[src/rtl/fbsc_pkg.sv]
// ----------------------------------------------------------------------------
// fbsc_pkg
// types, offsets, limits and geometry tables of the boot sector checker
// ----------------------------------------------------------------------------
package fbsc_pkg;

	localparam int SectorBytes   = 512;
	localparam int OffsetW       = $clog2(SectorBytes + 1);
	localparam int GeomKnown     = 8;
	localparam int GeomCount     = 8;
	localparam int GeomLimit     = (GeomCount < GeomKnown) ? GeomCount : GeomKnown;

	// byte offsets of the captured fields
	localparam int OffJump0      = 0;
	localparam int OffJump2      = 2;
	localparam int OffBpsLo      = 11;
	localparam int OffBpsHi      = 12;
	localparam int OffSpc        = 13;
	localparam int OffRsvdLo     = 14;
	localparam int OffRsvdHi     = 15;
	localparam int OffFats       = 16;
	localparam int OffRootLo     = 17;
	localparam int OffRootHi     = 18;
	localparam int OffTot16Lo    = 19;
	localparam int OffTot16Hi    = 20;
	localparam int OffMedia      = 21;
	localparam int OffFatSzLo    = 22;
	localparam int OffFatSzHi    = 23;
	localparam int OffTot32B0    = 32;
	localparam int OffTot32B1    = 33;
	localparam int OffTot32B2    = 34;
	localparam int OffTot32B3    = 35;
	localparam int OffExtMark    = 38;
	localparam int OffSigLo      = 510;
	localparam int OffSigHi      = 511;

	// check values
	localparam logic [7:0]  SigLo        = 8'h55;
	localparam logic [7:0]  SigHi        = 8'hAA;
	localparam logic [7:0]  JmpShort     = 8'hEB;
	localparam logic [7:0]  JmpNop       = 8'h90;
	localparam logic [7:0]  JmpNear      = 8'hE9;
	localparam logic [7:0]  MediaMin     = 8'hF0;
	localparam logic [7:0]  ExtMarkA     = 8'h29;
	localparam logic [7:0]  ExtMarkB     = 8'h28;
	localparam logic [7:0]  MaxFats      = 8'd4;
	localparam logic [15:0] MaxSecSize   = 16'd4096;
	localparam logic [31:0] SmallVolume  = 32'd10000;
	localparam logic [31:0] Fat12Limit   = 32'd4085;
	localparam logic [31:0] Fat16Limit   = 32'd65525;
	localparam int          DirEntryLog  = 5;  // 32 bytes per directory entry

	localparam logic [12:0] GeomTotal [GeomKnown] = '{
		13'd320, 13'd360, 13'd640, 13'd720, 13'd1440, 13'd2400, 13'd2880, 13'd5760
	};
	localparam logic [7:0] GeomMedia [GeomKnown] = '{
		8'hFE, 8'hFC, 8'hFF, 8'hFD, 8'hF9, 8'hF9, 8'hF0, 8'hF0
	};

	typedef enum logic [1:0] {
		FatNone = 2'd0,
		Fat12   = 2'd1,
		Fat16   = 2'd2,
		Fat32   = 2'd3
	} fat_kind_t;

	typedef struct packed {
		logic [7:0]  jump0;
		logic [7:0]  jump2;
		logic [15:0] bps;
		logic [7:0]  spc;
		logic [15:0] rsvd;
		logic [7:0]  fats;
		logic [15:0] root;
		logic [15:0] tot16;
		logic [7:0]  media;
		logic [15:0] fatsz;
		logic [31:0] tot32;
		logic [7:0]  ext;
		logic [15:0] sig;
	} bpb_fields_t;

	typedef struct packed {
		logic        short_buf;
		bpb_fields_t fields;
	} snap_t;

	typedef struct packed {
		logic        short_buf;
		logic        valid;
		logic        sig_ok;
		logic        jmp_ok;
		logic        bpb_ok;
		logic        ext;
		logic [31:0] total;
		logic [20:0] rootsec;
		logic [19:0] part;      // reserved plus FAT area
		logic [2:0]  spc_log;
		logic [3:0]  geo;
	} mid_t;

	typedef struct packed {
		logic        status;
		logic        overall_valid;
		logic        signature_ok;
		logic        jump_ok;
		logic        bpb_ok;
		logic        extended_bpb;
		fat_kind_t   fat_kind;
		logic [31:0] sector_total;
		logic [20:0] root_dir_sector_count;
		logic [21:0] data_start_sector;
		logic [31:0] cluster_total;
		logic [3:0]  geometry_match;
	} res_t;

	// bit index of a one-hot value
	function automatic logic [3:0] log2_onehot(input logic [15:0] v);
		logic [3:0] r;
		r = '0;
		for (int i = 0; i < 16; i++) begin
			if (v[i]) begin
				r = r | 4'(i);
			end
		end
		return r;
	endfunction

endpackage

[src/rtl/fbsc_capture.sv]
// ----------------------------------------------------------------------------
// fbsc_capture
// byte offset counter and field capture; snapshots the fields on the last beat
// ----------------------------------------------------------------------------
module fbsc_capture (
	input  logic           clk,
	input  logic           arst_n,
	input  logic           in_valid,
	output logic           in_ready,
	input  logic [7:0]     sector_byte,
	input  logic           end_of_buffer,
	output logic           snap_valid_s1,
	output fbsc_pkg::snap_t snap_s1,
	input  logic           snap_ready
);
	import fbsc_pkg::*;

	logic [OffsetW-1:0] offset_q;
	bpb_fields_t        fld_q;
	bpb_fields_t        fld_d;
	logic               beat;

	assign in_ready = !snap_valid_s1 || snap_ready;
	assign beat     = in_valid && in_ready;

	always_comb begin
		fld_d = fld_q;
		case (offset_q)
			OffsetW'(OffJump0):   fld_d.jump0        = sector_byte;
			OffsetW'(OffJump2):   fld_d.jump2        = sector_byte;
			OffsetW'(OffBpsLo):   fld_d.bps[7:0]     = sector_byte;
			OffsetW'(OffBpsHi):   fld_d.bps[15:8]    = sector_byte;
			OffsetW'(OffSpc):     fld_d.spc          = sector_byte;
			OffsetW'(OffRsvdLo):  fld_d.rsvd[7:0]    = sector_byte;
			OffsetW'(OffRsvdHi):  fld_d.rsvd[15:8]   = sector_byte;
			OffsetW'(OffFats):    fld_d.fats         = sector_byte;
			OffsetW'(OffRootLo):  fld_d.root[7:0]    = sector_byte;
			OffsetW'(OffRootHi):  fld_d.root[15:8]   = sector_byte;
			OffsetW'(OffTot16Lo): fld_d.tot16[7:0]   = sector_byte;
			OffsetW'(OffTot16Hi): fld_d.tot16[15:8]  = sector_byte;
			OffsetW'(OffMedia):   fld_d.media        = sector_byte;
			OffsetW'(OffFatSzLo): fld_d.fatsz[7:0]   = sector_byte;
			OffsetW'(OffFatSzHi): fld_d.fatsz[15:8]  = sector_byte;
			OffsetW'(OffTot32B0): fld_d.tot32[7:0]   = sector_byte;
			OffsetW'(OffTot32B1): fld_d.tot32[15:8]  = sector_byte;
			OffsetW'(OffTot32B2): fld_d.tot32[23:16] = sector_byte;
			OffsetW'(OffTot32B3): fld_d.tot32[31:24] = sector_byte;
			OffsetW'(OffExtMark): fld_d.ext          = sector_byte;
			OffsetW'(OffSigLo):   fld_d.sig[7:0]     = sector_byte;
			OffsetW'(OffSigHi):   fld_d.sig[15:8]    = sector_byte;
			default: ;
		endcase
	end

	// offset saturates once the whole sector is in
	always_ff @(posedge clk or negedge arst_n) begin
		if (!arst_n) begin
			offset_q <= '0;
		end else if (beat) begin
			if (end_of_buffer) begin
				offset_q <= '0;
			end else if (offset_q != OffsetW'(SectorBytes)) begin
				offset_q <= offset_q + 1'b1;
			end
		end
	end

	always_ff @(posedge clk) begin
		if (beat) begin
			fld_q <= fld_d;
		end
	end

	always_ff @(posedge clk or negedge arst_n) begin
		if (!arst_n) begin
			snap_valid_s1 <= 1'b0;
		end else if (beat && end_of_buffer) begin
			snap_valid_s1 <= 1'b1;
		end else if (snap_ready) begin
			snap_valid_s1 <= 1'b0;
		end
	end

	always_ff @(posedge clk) begin
		if (beat && end_of_buffer) begin
			snap_s1.fields    <= fld_d;
			snap_s1.short_buf <= offset_q < OffsetW'(SectorBytes - 1);
		end
	end

endmodule

[src/rtl/fbsc_check.sv]
// ----------------------------------------------------------------------------
// fbsc_check
// field sanity checks, root directory size, FAT area and geometry lookup
// ----------------------------------------------------------------------------
module fbsc_check (
	input  logic            clk,
	input  logic            arst_n,
	input  logic            snap_valid_s1,
	input  fbsc_pkg::snap_t snap_s1,
	output logic            snap_ready,
	output logic            mid_valid_s2,
	output fbsc_pkg::mid_t  mid_s2,
	input  logic            mid_ready
);
	import fbsc_pkg::*;

	bpb_fields_t f;
	mid_t        m;
	logic        bps_ok;
	logic        spc_ok;
	logic        fats_ok;
	logic        media_ok;
	logic [15:0] bps_m1;
	logic [3:0]  bps_log;
	logic [21:0] root_sum;
	logic [18:0] fat_area;
	logic        ex_hit;
	logic        tot_hit;
	logic [3:0]  ex_idx;
	logic [3:0]  tot_idx;

	assign f          = snap_s1.fields;
	assign snap_ready = !mid_valid_s2 || mid_ready;
	assign bps_m1     = f.bps - 16'd1;
	assign bps_log    = log2_onehot(f.bps);

	always_comb begin
		bps_ok   = (f.bps != '0) && ((f.bps & bps_m1) == '0) && (f.bps <= MaxSecSize);
		spc_ok   = (f.spc != '0) && ((f.spc & (f.spc - 8'd1)) == '0);
		fats_ok  = (f.fats != '0) && (f.fats <= MaxFats);
		media_ok = f.media >= MediaMin;

		// round up to whole sectors, then shift by the sector size
		root_sum = {1'b0, f.root, {DirEntryLog{1'b0}}} + {10'b0, bps_m1[11:0]};
		fat_area = 19'(f.fats[2:0]) * 19'(f.fatsz);

		// first exact match wins, then the first total-only match
		ex_hit  = 1'b0;
		tot_hit = 1'b0;
		ex_idx  = '0;
		tot_idx = '0;
		for (int i = GeomLimit - 1; i >= 0; i--) begin
			if (f.tot16 != '0 ? ({3'b0, GeomTotal[i]} == f.tot16)
			                  : ({19'b0, GeomTotal[i]} == f.tot32)) begin
				tot_hit = 1'b1;
				tot_idx = 4'(i);
				if (GeomMedia[i] == f.media) begin
					ex_hit = 1'b1;
					ex_idx = 4'(i);
				end
			end
		end

		m.short_buf = snap_s1.short_buf;
		m.sig_ok    = (f.sig[7:0] == SigLo) && (f.sig[15:8] == SigHi);
		m.jmp_ok    = ((f.jump0 == JmpShort) && (f.jump2 == JmpNop)) || (f.jump0 == JmpNear);
		m.bpb_ok    = bps_ok && spc_ok && fats_ok && media_ok;
		m.ext       = (f.ext == ExtMarkA) || (f.ext == ExtMarkB);
		m.total     = (f.tot16 != '0) ? {16'b0, f.tot16} : f.tot32;
		m.rootsec   = 21'(root_sum >> bps_log);
		m.part      = {4'b0, f.rsvd} + {1'b0, fat_area};
		m.spc_log   = 3'(log2_onehot({8'b0, f.spc}));
		m.geo       = ex_hit ? ex_idx : (tot_hit ? tot_idx : 4'(GeomLimit));
		m.valid     = m.sig_ok && m.bpb_ok && (m.jmp_ok || (m.total < SmallVolume));
	end

	always_ff @(posedge clk or negedge arst_n) begin
		if (!arst_n) begin
			mid_valid_s2 <= 1'b0;
		end else if (snap_ready) begin
			mid_valid_s2 <= snap_valid_s1;
		end
	end

	always_ff @(posedge clk) begin
		if (snap_ready && snap_valid_s1) begin
			mid_s2 <= m;
		end
	end

endmodule

[src/rtl/fbsc_derive.sv]
// ----------------------------------------------------------------------------
// fbsc_derive
// first data sector, cluster count and FAT kind into the result register
// ----------------------------------------------------------------------------
module fbsc_derive (
	input  logic           clk,
	input  logic           arst_n,
	input  logic           mid_valid_s2,
	input  fbsc_pkg::mid_t mid_s2,
	output logic           mid_ready,
	output logic           res_valid_q,
	output fbsc_pkg::res_t res_q,
	input  logic           res_ready
);
	import fbsc_pkg::*;

	res_t        r;
	logic [21:0] first;
	logic [31:0] first_ext;
	logic [31:0] data;
	logic [31:0] clusters;

	assign mid_ready = !res_valid_q || res_ready;

	always_comb begin
		first     = {2'b0, mid_s2.part} + {1'b0, mid_s2.rootsec};
		first_ext = {10'b0, first};
		data      = (mid_s2.total > first_ext) ? (mid_s2.total - first_ext) : '0;
		clusters  = data >> mid_s2.spc_log;

		r = '0;
		if (mid_s2.short_buf) begin
			r.status = 1'b1;
		end else begin
			r.overall_valid  = mid_s2.valid;
			r.signature_ok   = mid_s2.sig_ok;
			r.jump_ok        = mid_s2.jmp_ok;
			r.bpb_ok         = mid_s2.bpb_ok;
			r.extended_bpb   = mid_s2.ext;
			r.sector_total   = mid_s2.total;
			r.geometry_match = mid_s2.geo;
			if (mid_s2.bpb_ok) begin
				r.root_dir_sector_count = mid_s2.rootsec;
				r.data_start_sector     = first;
				r.cluster_total         = clusters;
				if (clusters < Fat12Limit) begin
					r.fat_kind = Fat12;
				end else if (clusters < Fat16Limit) begin
					r.fat_kind = Fat16;
				end else begin
					r.fat_kind = Fat32;
				end
			end
		end
	end

	always_ff @(posedge clk or negedge arst_n) begin
		if (!arst_n) begin
			res_valid_q <= 1'b0;
		end else if (mid_ready) begin
			res_valid_q <= mid_valid_s2;
		end
	end

	always_ff @(posedge clk) begin
		if (mid_ready && mid_valid_s2) begin
			res_q <= r;
		end
	end

endmodule

[src/rtl/fat_boot_sector_checker_unit.sv]
// ----------------------------------------------------------------------------
// fat_boot_sector_checker_unit
// streaming FAT boot sector parser and checker, one byte per beat
// ----------------------------------------------------------------------------
// Feed the boot sector one byte per beat from offset zero and flag the final
// byte with end_of_buffer. The block takes a byte every cycle; it only holds
// off in_ready when the snapshot, check and result stages all hold a buffer
// and out_ready is low. One result beat comes out for each buffer, after its
// final byte is taken, through a snapshot stage, a check stage and the result
// register. Buffers shorter than 512 bytes report status 1 with every other
// field zero; bytes past 511 are ignored. The next byte after the final one
// starts a new buffer. When the BPB fails its checks, fat kind, root directory
// sectors, first data sector and cluster count read zero, while the sector
// total and the geometry index are still reported.
module fat_boot_sector_checker_unit (
	input  logic        clk,
	input  logic        arst_n,
	input  logic        in_valid,
	output logic        in_ready,
	input  logic [7:0]  sector_byte,
	input  logic        end_of_buffer,
	output logic        out_valid,
	input  logic        out_ready,
	output logic        status,
	output logic        overall_valid,
	output logic        signature_ok,
	output logic        jump_ok,
	output logic        bpb_ok,
	output logic        extended_bpb,
	output logic [1:0]  fat_kind,
	output logic [31:0] sector_total,
	output logic [20:0] root_dir_sector_count,
	output logic [21:0] data_start_sector,
	output logic [31:0] cluster_total,
	output logic [3:0]  geometry_match
);
	import fbsc_pkg::*;

	// snapshot of the captured fields, taken on the final byte
	logic  snap_valid_s1;
	snap_t snap_s1;
	logic  snap_ready;

	// checked fields and partial sums
	logic  mid_valid_s2;
	mid_t  mid_s2;
	logic  mid_ready;

	// result register
	res_t  res_q;

	// offset counter and field capture; the field registers are free for the
	// next buffer as soon as the snapshot is taken
	fbsc_capture u_capture (
		.clk           (clk),
		.arst_n        (arst_n),
		.in_valid      (in_valid),
		.in_ready      (in_ready),
		.sector_byte   (sector_byte),
		.end_of_buffer (end_of_buffer),
		.snap_valid_s1 (snap_valid_s1),
		.snap_s1       (snap_s1),
		.snap_ready    (snap_ready)
	);

	// sanity checks, root directory sectors, FAT area, geometry lookup
	fbsc_check u_check (
		.clk           (clk),
		.arst_n        (arst_n),
		.snap_valid_s1 (snap_valid_s1),
		.snap_s1       (snap_s1),
		.snap_ready    (snap_ready),
		.mid_valid_s2  (mid_valid_s2),
		.mid_s2        (mid_s2),
		.mid_ready     (mid_ready)
	);

	// first data sector, cluster count and FAT kind; holds the result beat
	fbsc_derive u_derive (
		.clk          (clk),
		.arst_n       (arst_n),
		.mid_valid_s2 (mid_valid_s2),
		.mid_s2       (mid_s2),
		.mid_ready    (mid_ready),
		.res_valid_q  (out_valid),
		.res_q        (res_q),
		.res_ready    (out_ready)
	);

	// result beat fields
	assign status                = res_q.status;
	assign overall_valid         = res_q.overall_valid;
	assign signature_ok          = res_q.signature_ok;
	assign jump_ok               = res_q.jump_ok;
	assign bpb_ok                = res_q.bpb_ok;
	assign extended_bpb          = res_q.extended_bpb;
	assign fat_kind              = res_q.fat_kind;
	assign sector_total          = res_q.sector_total;
	assign root_dir_sector_count = res_q.root_dir_sector_count;
	assign data_start_sector     = res_q.data_start_sector;
	assign cluster_total         = res_q.cluster_total;
	assign geometry_match        = res_q.geometry_match;

endmodule

[config.mk]
export PLATFORM = sky130hd
export DESIGN_NAME = fat_boot_sector_checker_unit
export DESIGN_NICKNAME = d
export VERILOG_FILES = /design/src/rtl/fbsc_pkg.sv /design/src/rtl/fbsc_capture.sv /design/src/rtl/fbsc_check.sv /design/src/rtl/fbsc_derive.sv /design/src/rtl/fat_boot_sector_checker_unit.sv
export SDC_FILE = /design/constraint.sdc
export NUM_CORES = 1
export LEC_CHECK = 0
export ABC_AREA = 1
export ABC_CLOCK_PERIOD_IN_PS = 12300
export BUFFER_PORTS_ARGS = -buffer_cell sky130_fd_sc_hd__buf_2
export CORE_AREA = 2 2 229 231
export CTS_BUF_LIST = sky130_fd_sc_hd__clkbuf_8 sky130_fd_sc_hd__clkbuf_16
export CTS_CLUSTER_SIZE = 40
export DETAILED_ROUTE_END_ITERATION = 12
export DIE_AREA = 0 0 231 233
export PLACE_DENSITY = 0.68
export SYNTH_ARGS = -nofsm -noshare
export SYNTH_HDL_FRONTEND = slang
export SYNTH_SLANG_ARGS = --single-unit
[constraint.sdc]
create_clock -name clk -period 12.3 [get_ports clk]
set_input_delay 2.46 -clock clk [delete_from_list [all_inputs] [get_ports clk]]
set_output_delay 2.46 -clock clk [all_outputs]
set_load 0.02 [all_outputs]
==> results.yml, run 1 <==
worst_setup_path:
  regToRegSetupSlack_ps: 7040
  timing.rr.start: "u_check.mid_s2[29]$_DFFE_PP_"
  r2r-end: "u_derive.res_q[111]$_SDFFCE_PP0P_"
  critPathKind: "input port to output port"
  critPathRequiredTime_ps: 9840
  start_kind: "input port"
  crit_start: "out_ready"
  crit_end: "in_ready"
  endpoint_kind: "output port"
  crit_fanout: 3
  crit_arrival_ps: 3130
  reg2reg_depth: 30
clocking:
  insertion_delay_ps: 640
  hold_buffers: 0
  post_cts_resized: 0
  numClockSinks: 561
  cts_buffers: 57
  cts_setup_buffers: 0
  cts_max_path_buffers: 3
  cts_tree: "yes"
  clkTransAtPathRegs_ps: 60
  h-tree-depth: 2
  clockRootBuffer: "clkbuf_16"
final_layout:
  syn_to_final_growth_pct: 11.0
  nNetsFinal: 3015
  layout-drive-gt1-share: 0.0988
  fin_area_mm2: 0.0312
  fin_cells: 3615
  n_antenna_cell: 0
drt:
  drc_errors: 0
  wl_per_cell_um: 18.1
  first_iter_violations: 1976
  num_vias: 19700
  via_per_inst: 5.44
  drt-total-wl_um: 65500
  drt_pre_antenna_iters: 7
  antenna_left: 0
placed_design:
  place_hpwl_um: 46200
  place_inst: 3508
  portBuffers: 133
  gp_congestion: 0.950
  post_dp_cell_area_mm2: 0.0293
timing:
  finalSetupTns_ps: 0
  worst_pin_slew_ps: 1200
  finalHoldViolations: 0
  holdWs_ps: 428
  slew_headroom: 0.201
  finalClockSkew_ps: 34.6
  rsz0062_at_grt: "no"
  min_period_ps: 5590
  fin_crit_sh: 0.454
  setup_violations: 0
  final_max_slew_viol_count: 0
  fmax_mhz: 179
die:
  initial_utilization: 0.549
  ios: 134
  dieWidth_um: 231
  design.die.area_mm2: 0.0538
  fp.dieH_um: 233
  rows: 83
  core_mm2: 0.0511
synth:
  ys_seq_elements: 561
  synth_area_mm2: 0.0281
  postSynth.asyncResetShare: 0.0232
  syn_area_per_cell_um2: 10.1
  ys_types: 57
  yosysMostFrequentCell: "nand2_1"
  synth_nets: 2901
  seq_area_frac_synth: 0.598
  netlist_instances: 2773
  synthFlopType: "edfxtp_1"
  ys_top_cells_by_count: "nand2_1 (645), edfxtp_1 (548), inv_1 (295)"
  yosys-top-cells-area: "edfxtp_1 (59%), nand2_1 (8.6%), o21ai_0 (4.2%)"
  yosysTopAreaCellShare: 0.586
  ys_warn_count: 0
  synth_edf_count: 548
  yosysTopAreaCell: "edfxtp_1"
outcome:
  status: "complete, no violations"
grt:
  grt_use_total: 0.246
  grt_overflow: 0
  antenna_found_initial: 0
  grt_pass1_wl_um: 103000
  grt_max_degree: 104
  first_global_vias: 18600
power_and_ir_drop:
  p_clk_frac: 0.333
  p_sw_frac: 0.298
  seqPwrFrac: 0.465
  vdd_drop_max_v: 0.000136
  power_density_mw_per_mm2: 161
  combPwrFrac: 0.202
  leakage_uw: 0.0132
  p_switching_uw: 1490
  total_power_uw: 5010
  intPower_uw: 3520
flow_run:
  maxCapViolCount: 0
worst_hold_path:
  hold_class: "flip-flop to flip-flop"
routing by layer:
metal / track usage / vias to the layer above / part of all wire
met2: 0.393 / 615 / 0.46
met3: 0.0363 / 102 / 0.058
met1: 0.350 / 9257 / 0.45
li1: - / 9696 / -
met4: 0.0742 / 0 / 0.027
met5: 0 / - / 0
cell families after synthesis:
| logic type | share of synthesized area |
|---|---|
| adder cells (fa/ha/maj) | 0.0598 |
| buffers and inverters | 0.0562 |
| flip-flops | 0.598 |
| AO/OA/AOI/OAI | 0.0737 |
| AND/OR/NAND/NOR | 0.187 |
| multiplexers | 0.00570 |
| XOR/XNOR | 0.0200 |
flip-flops by register name, indices dropped and copies added, names as in the netlist:
register and cells:
u_check.mid_s2 86, u_capture.fld_q 171, u_check.mid_valid_s2 1, u_capture.snap_valid_s1 1
u_capture.snap_s1 172, u_derive.res_q 119, u_capture.offset_q 10, u_derive.res_valid_q 1
cell usage in the layout, fill, tap and decap left out, types with 8 or more instances in the layout:
cell / Yosys / layout
nand2_1: 645 / 644
edfxtp_1: 548 / 548
inv_1: 295 / 307
nor2_1: 260 / 259
o21ai_0: 238 / 238
nand3_1: 193 / 193
buf_2: 11 / 133
a21oi_1: 99 / 98
ha_1: 83 / 83
clkbuf_16: 0 / 58
xor2_1: 48 / 48
fa_1: 32 / 32
nand4_1: 30 / 30
nor3_1: 21 / 21
nor4_1: 21 / 21
buf_4: 0 / 18
xnor2_1: 16 / 16
mux2i_1: 16 / 16
nand2_2: 12 / 13
dfrtp_1: 13 / 13
nand3_2: 12 / 12
inv_2: 11 / 11
clkinv_1: 2 / 11
o211ai_1: 11 / 11
clkinv_2: 0 / 8
area by class of cell:
class / instances / area [um^2]
Clock buffer: 62 / 1510
Fill cell: 4269 / 19900
Multi-Input combinational cell: 1808 / 9740
Timing Repair Buffer: 151 / 801
Tap cell: 680 / 851
Inverter: 308 / 1160
Clock inverter: 45 / 332
Sequential cell: 561 / 16800
stage by stage:
stage,utilization,setup slack [ps]
3_5_place_dp,0.574,6700
3_3_place_gp,0.574,6710
2_1_floorplan,-,978
6_report,0.610,6710
5_1_grt,0.610,6440
4_1_cts,0.610,6700
worst min path at each step:
stage                                      from                           end  cells after the start
5_1_grt        u_capture.snap_s1[176]$_DFFE_PP_  u_check.mid_s2[85]$_DFFE_PP_                      0
2_1_floorplan  u_capture.snap_s1[176]$_DFFE_PP_  u_check.mid_s2[85]$_DFFE_PP_                      0
3_3_place_gp   u_capture.snap_s1[176]$_DFFE_PP_  u_check.mid_s2[85]$_DFFE_PP_                      0
6_report       u_capture.snap_s1[176]$_DFFE_PP_  u_check.mid_s2[85]$_DFFE_PP_                      0
3_5_place_dp   u_capture.snap_s1[176]$_DFFE_PP_  u_check.mid_s2[85]$_DFFE_PP_                      0
4_1_cts        u_capture.snap_s1[176]$_DFFE_PP_  u_check.mid_s2[85]$_DFFE_PP_                      0
power by group through the flow:
stage | logic [uW] | registers, uW | clock network [uW]
5_1_grt | 1140 | 2340 | 1780
6_report | 1010 | 2330 | 1670
3_5_place_dp | 1010 | 2370 | 0
2_1_floorplan | 692 | 2410 | 0
4_1_cts | 1010 | 2330 | 1700
3_3_place_gp | 995 | 2360 | 0
critical path, stage by stage:
cell and delay (ps):
buf_2 90, inv_1 100, nand2_1 80, nor2_1 130
nand2_1 100, buf_2 170
(Power assumes the default switching activity.)
==> run 2: changes to the inputs <==
ABC_AREA = 0   (was 1)
ABC_CLOCK_PERIOD_IN_PS = 5560   (was 12300)
CORE_AREA = 2 2 232 234   (was 2 2 229 231)
DIE_AREA = 0 0 234 236   (was 0 0 231 233)
clock period = 5.56 ns   (was 12.3 ns; I/O delays follow)
==> results.yml, run 2 <==
final_layout:
  syn_to_final_growth_pct: 19.2
  fin_area_mm2: 0.0343
  reg.largest.list: "u_capture.snap_s1: 172 flops, u_capture.fld_q: 171 flops, u_derive.res_q: 119 flops"
  layout-drive-gt1-share: 0.291
  final_core_util: 0.647
  largest_reg_flops: 172
  mostFrequentLayoutCells: "edfxtp_1 (548), buf_4 (235), mux2_2 (177)"
  nNetsFinal: 2753
  fin_cells: 3366
  largest_register: "u_capture.snap_s1"
  fill_cells: 4072
  final_common_cell: "edfxtp_1"
  n_antenna_cell: 0
timing:
  finalHoldViolations: 0
  finalClockSkew_ps: 35.4
  slew_headroom: 0.203
  setup_violations: 13
  fmax_mhz: 169
  rsz0062_at_grt: "yes"
  holdWs_ps: 372
  final_max_slew_viol_count: 0
  worst_slack_ps: -348
  worst_pin_slew_ps: 1190
  min_period_ps: 5910
  fin_crit_sh: 1.06
clocking:
  clkTransAtPathRegs_ps: 60
  clockRootBuffer: "clkbuf_16"
  insertion_delay_ps: 630
  numClockSinks: 561
  cts_max_path_buffers: 3
  h-tree-depth: 2
  cts_buffers: 55
  hold_buffers: 0
  cts_tree: "yes"
synth:
  synth_area_mm2: 0.0288
  syn_area_per_cell_um2: 12.6
  synth_edf_count: 548
  synth_nets: 2418
  ys_warn_count: 0
  netlist_instances: 2290
  seq_area_frac_synth: 0.583
  ys_types: 106
  yosys-top-cells-area: "edfxtp_1 (57%), mux2_2 (6.9%), ha_1 (3.6%)"
  yosysMostFrequentCell: "edfxtp_1"
  synthFlopType: "edfxtp_1"
  postSynth.asyncResetShare: 0.0232
  ys_seq_elements: 561
  yosysTopAreaCell: "edfxtp_1"
  ys_top_cells_by_count: "edfxtp_1 (548), nor2_1 (179), mux2_2 (177)"
  yosysTopAreaCellShare: 0.571
worst_setup_path:
  cp_slowest_cell: "edfxtp_1"
  reg2reg_depth: 29
  timing.rr.start: "u_check.mid_s2[8]$_DFFE_PP_"
  critPathKind: "flip-flop to flip-flop"
  crit_fanout: 3
  critPathRequiredTime_ps: 6040
  crit_arrival_ps: 6380
  regToRegSetupSlack_ps: -350
  endpoint_kind: "flip-flop"
  cpPeakStageDelay_ps: 430
  start_kind: "flip-flop"
  r2r-end: "u_derive.res_q[111]$_SDFFCE_PP0P_"
placed_design:
  place_inst: 3241
  gp_congestion: 0.973
  post_dp_cell_area_mm2: 0.0317
  portBuffers: 133
  place_hpwl_um: 53100
die:
  fp.dieH_um: 236
  rows: 85
  dieWidth_um: 234
  core_mm2: 0.0531
  initial_utilization: 0.543
  design.die.area_mm2: 0.0552
  ios: 134
drt:
  num_vias: 19800
  drc_errors: 0
  first_iter_violations: 1677
  antenna_left: 0
  wl_per_cell_um: 21.7
  drt_pre_antenna_iters: 5
  drt-total-wl_um: 73200
  via_per_inst: 5.87
flow_run:
  maxCapViolCount: 0
outcome:
  violations: "negative setup slack"
  status: "finished with violations"
power_and_ir_drop:
  leakage_uw: 0.0132
  power_density_mw_per_mm2: 352
  vdd_drop_max_v: 0.000240
  total_power_uw: 12100
grt:
  first_global_vias: 19300
  grt_pass1_wl_um: 112000
  grt_overflow: 0
  antenna_found_initial: 2
  grt_use_total: 0.265
  grt_max_degree: 120
worst_hold_path:
  hold_class: "input port to async pin"
[run 2: cell types whose count changed in the layout (fill, tap and decap cells not counted), sizes merged, moves of 84 or more]
cell,previous run,this run
buf,151,385
nand2,661,159
o21ai,243,78
nor2,263,179
nand3,206,44
inv,322,102
mux2,0,179
[run 2: power by group]
part	internal, uW	leakage, uW	switching [uW]
clock	2120	0.000942	1570
sequential	4970	0.00542	118
combinational	1490	0.00683	1820
[run 2: how the worst max path moves through the flow]
stage                            startpoint                                 to  cells past startpoint
4_1_cts         u_check.mid_s2[8]$_DFFE_PP_  u_derive.res_q[112]$_SDFFCE_PP0P_                     28
6_report        u_check.mid_s2[8]$_DFFE_PP_  u_derive.res_q[111]$_SDFFCE_PP0P_                     29
3_5_place_dp   u_check.mid_s2[28]$_DFFE_PP_  u_derive.res_q[112]$_SDFFCE_PP0P_                     29
3_3_place_gp   u_check.mid_s2[28]$_DFFE_PP_  u_derive.res_q[112]$_SDFFCE_PP0P_                     28
2_1_floorplan  u_check.mid_s2[28]$_DFFE_PP_  u_derive.res_q[112]$_SDFFCE_PP0P_                     27
5_1_grt         u_check.mid_s2[8]$_DFFE_PP_  u_derive.res_q[112]$_SDFFCE_PP0P_                     31
[run 2: timing repair]
action | CTS | global route
resized for setup | 71 | 51
buffers inserted | 15 | 11
pin swaps | 40 | 27
hold endpoints to repair | 0 | 0
setup endpoints to repair | 29 | 30
[run 2: cell families (layout without fill, tap and decap cells)]
group	count (synthesis)	after routing	share of synthesized area
buffers and inverters	197	577	0.0260
XOR/XNOR	73	73	0.0225
AO/OA/AOI/OAI	416	416	0.100
adder cells (fa/ha/maj)	116	116	0.0586
flip-flops	561	561	0.583
AND/OR/NAND/NOR	716	716	0.128
multiplexers	211	211	0.0821
[run 2: metrics by stage]
step / setup WS [ps] / setup TNS, ps
floorplan: -227 / -429
global placement: -794 / -7150
detailed placement: -780 / -9000
CTS: -345 / -1420
global route: -657 / -6850
finish: -348 / -1460
[run 2: critical path: cells and delay by family, from the launching register on]
family	cells	cell delay, ps
and+or+nand+nor	11	2050
DFF	1	430
AOI/OAI and AO/OA	13	2300
buffers and inverters	2	270
adders and majority gates	2	570
xor gates and xnor gates	1	140
[run 2: layout make-up]
type | instances | area [um^2] | area share
sequential | 561 | 16800 | 0.489
clock buffer | 61 | 1490 | 0.0435
tap | 696 | 871 | 0.0254
clock inverter | 41 | 343 | 0.00999
inverter | 90 | 342 | 0.00995
multi-input combinational | 1532 | 11900 | 0.345
timing repair buffer | 385 | 2650 | 0.0771
[run 2: metal layers]
layer,wire (um),vias up,GRT usage
li1,-,9302,-
met1,32400,9758,0.368
met2,35200,580,0.432
met3,3340,118,0.0306
met4,2270,0,0.0917
met5,0,-,0
==> run 3: changes to the inputs <==
CORE_AREA = 2 2 236 238   (was 2 2 232 234)
DIE_AREA = 0 0 238 240   (was 0 0 234 236)
SYNTH_HIERARCHICAL = 1   (was not set)
==> results.yml, run 3 <==
outcome:
  status: "finished with violations"
  violations: "negative setup slack"
worst_setup_path:
  critPathTopFamily: "compound AO/OA/AOI/OAI gates"
  critPathKind: "flip-flop to flip-flop"
  crit_fanout: 5
  cp_slowest_cell: "mux4_2"
  endpoint_kind: "flip-flop"
  crit_buf_inv: 3
  critPathRequiredTime_ps: 5920
  cpPeakStageDelay_ps: 520
  cp_common_cell: "o21ai_1"
  crit_arrival_ps: 6840
  start_kind: "flip-flop"
synth:
  synth_area_mm2: 0.0293
  synth_nets: 2452
  syn_area_per_cell_um2: 12.6
  ys_warn_count: 6
  netlist_instances: 2323
power_and_ir_drop:
  p_switching_uw: 3500
  p_clk_frac: 0.325
  leakage_uw: 0.0134
  p_sw_frac: 0.287
  seqPwrFrac: 0.419
  power_density_mw_per_mm2: 349
  intPower_uw: 8690
  vdd_drop_max_v: 0.000267
  combPwrFrac: 0.257
grt:
  first_global_vias: 20400
  grt_use_total: 0.268
  grt_overflow: 0
  antenna_found_initial: 2
  grt_pass1_wl_um: 118000
  grt_max_degree: 174
final_layout:
  fin_area_mm2: 0.0349
  nNetsFinal: 2801
  largest_reg_flops: 172
  n_antenna_cell: 0
  mostFrequentLayoutCells: "edfxtp_1 (548), buf_4 (242), mux2_2 (179)"
  layout-drive-gt1-share: 0.300
  syn_to_final_growth_pct: 19.3
  reg.largest.list: "u_capture/snap_s1: 172 flops, u_capture/fld_q: 171 flops, u_derive/res_q: 119 flops"
  largest_register: "u_capture/snap_s1"
  final_common_cell: "edfxtp_1"
  fill_cells: 4194
die:
  core_mm2: 0.0547
  rows: 86
  ios: 134
  dieWidth_um: 238
  initial_utilization: 0.536
  fp.dieH_um: 240
  design.die.area_mm2: 0.0571
drt:
  antenna_left: 0
  first_iter_violations: 1803
  via_per_inst: 6.02
  drt-total-wl_um: 77300
  drt_pre_antenna_iters: 5
  drc_errors: 0
  num_vias: 20600
  wl_per_cell_um: 22.6
timing:
  worst_pin_slew_ps: 1170
  worst_slack_ps: -912
  fin_crit_sh: 1.16
  finalHoldViolations: 0
  min_period_ps: 6470
  slew_headroom: 0.221
  final_max_slew_viol_count: 0
  holdWs_ps: 373
  fmax_mhz: 155
  finalClockSkew_ps: 24.3
  rsz0062_at_grt: "yes"
  setup_violations: 25
clocking:
  clockRootBuffer: "clkbuf_16"
  hold_buffers: 0
  clkTransAtPathRegs_ps: 60
  cts_tree: "yes"
  h-tree-depth: 2
  cts_max_path_buffers: 3
  numClockSinks: 561
  cts_buffers: 58
  insertion_delay_ps: 640
worst_hold_path:
  hold_class: "input port to async pin"
placed_design:
  portBuffers: 133
  place_hpwl_um: 54100
  post_dp_cell_area_mm2: 0.0321
  gp_congestion: 0.944
flow_run:
  maxCapViolCount: 0
[run 3: cell type report]
class	instances	area (um^2)	share of cell area
Sequential cell	561	16800	0.480
Clock buffer	58	1450	0.0416
Tap cell	704	881	0.0252
Timing Repair Buffer	394	2730	0.0782
Inverter	96	368	0.0105
Clock inverter	50	510	0.0146
Multi-Input combinational cell	1561	12200	0.349
[run 3: worst reg2reg max path: cells and delay by family (launching register included)]
family	cells	cell delay, ps
AO/OA/AOI/OAI	16	2760
adder cells (fa/ha/maj)	3	840
AND/OR/NAND/NOR	4	890
multiplexers	2	800
XOR/XNOR	1	190
buffers and inverters	3	330
flip-flops	1	430
[run 3: per-stage QoR]
stage / util / std cells / setup WS (ps) / power, uW / setup TNS (ps)
6_report: 0.639 / 3424 / -912 / 12200 / -11280
5_1_grt: 0.639 / 3424 / -1180 / 12700 / -20250
4_1_cts: 0.633 / 3415 / -662 / 12100 / -6340
3_5_place_dp: 0.588 / 3265 / -860 / 8050 / -9640
3_3_place_gp: 0.588 / 3265 / -728 / 8010 / -6180
2_1_floorplan: - / 2323 / -1880 / 6820 / -323090
[run 3: power by group through the flow]
stage	logic, uW	clock network, uW	registers, uW
2_1_floorplan	1600	0	5220
3_3_place_gp	2830	0	5180
3_5_place_dp	2860	0	5190
4_1_cts	3000	4030	5100
5_1_grt	3380	4190	5120
6_report	3130	3950	5100
[run 3: worst paths after layout]
kind / startpoint / end / slack [ps] / cells after the start
setup / recovery: u_check/mid_s2[31]$_DFFE_PP_ / u_derive/res_q[112]$_SDFFCE_PP0P_ / -910 / 29
hold / removal: arst_n / u_capture/snap_valid_s1$_DFFE_PN0P_ / 370 / 1
setup reg to reg: u_check/mid_s2[31]$_DFFE_PP_ / u_derive/res_q[112]$_SDFFCE_PP0P_ / -910 / 29
hold reg to reg: u_capture/snap_s1[176]$_DFFE_PP_ / u_check/mid_s2[85]$_DFFE_PP_ / 420 / 0
max in group asynchronous: arst_n / u_capture/offset_q[5]$_DFFE_PN0P_ / 4930 / 1
min in group clk: u_capture/snap_s1[176]$_DFFE_PP_ / u_check/mid_s2[85]$_DFFE_PP_ / 420 / 0
[run 3: metal layers]
layer / global-route usage / part of all wire / up-vias
met3: 0.0334 / 0.049 / 138
li1: - / - / 9539
met4: 0.0841 / 0.032 / 2
met2: 0.463 / 0.49 / 658
met1: 0.356 / 0.43 / 10300
met5: 0 / 0.000091 / -
[run 3: timing repair]
action	4_1_cts	5_1_grt
setup buffers	43	11
resized for setup	45	57
setup endpoints to repair	25	35
pin swaps	41	40
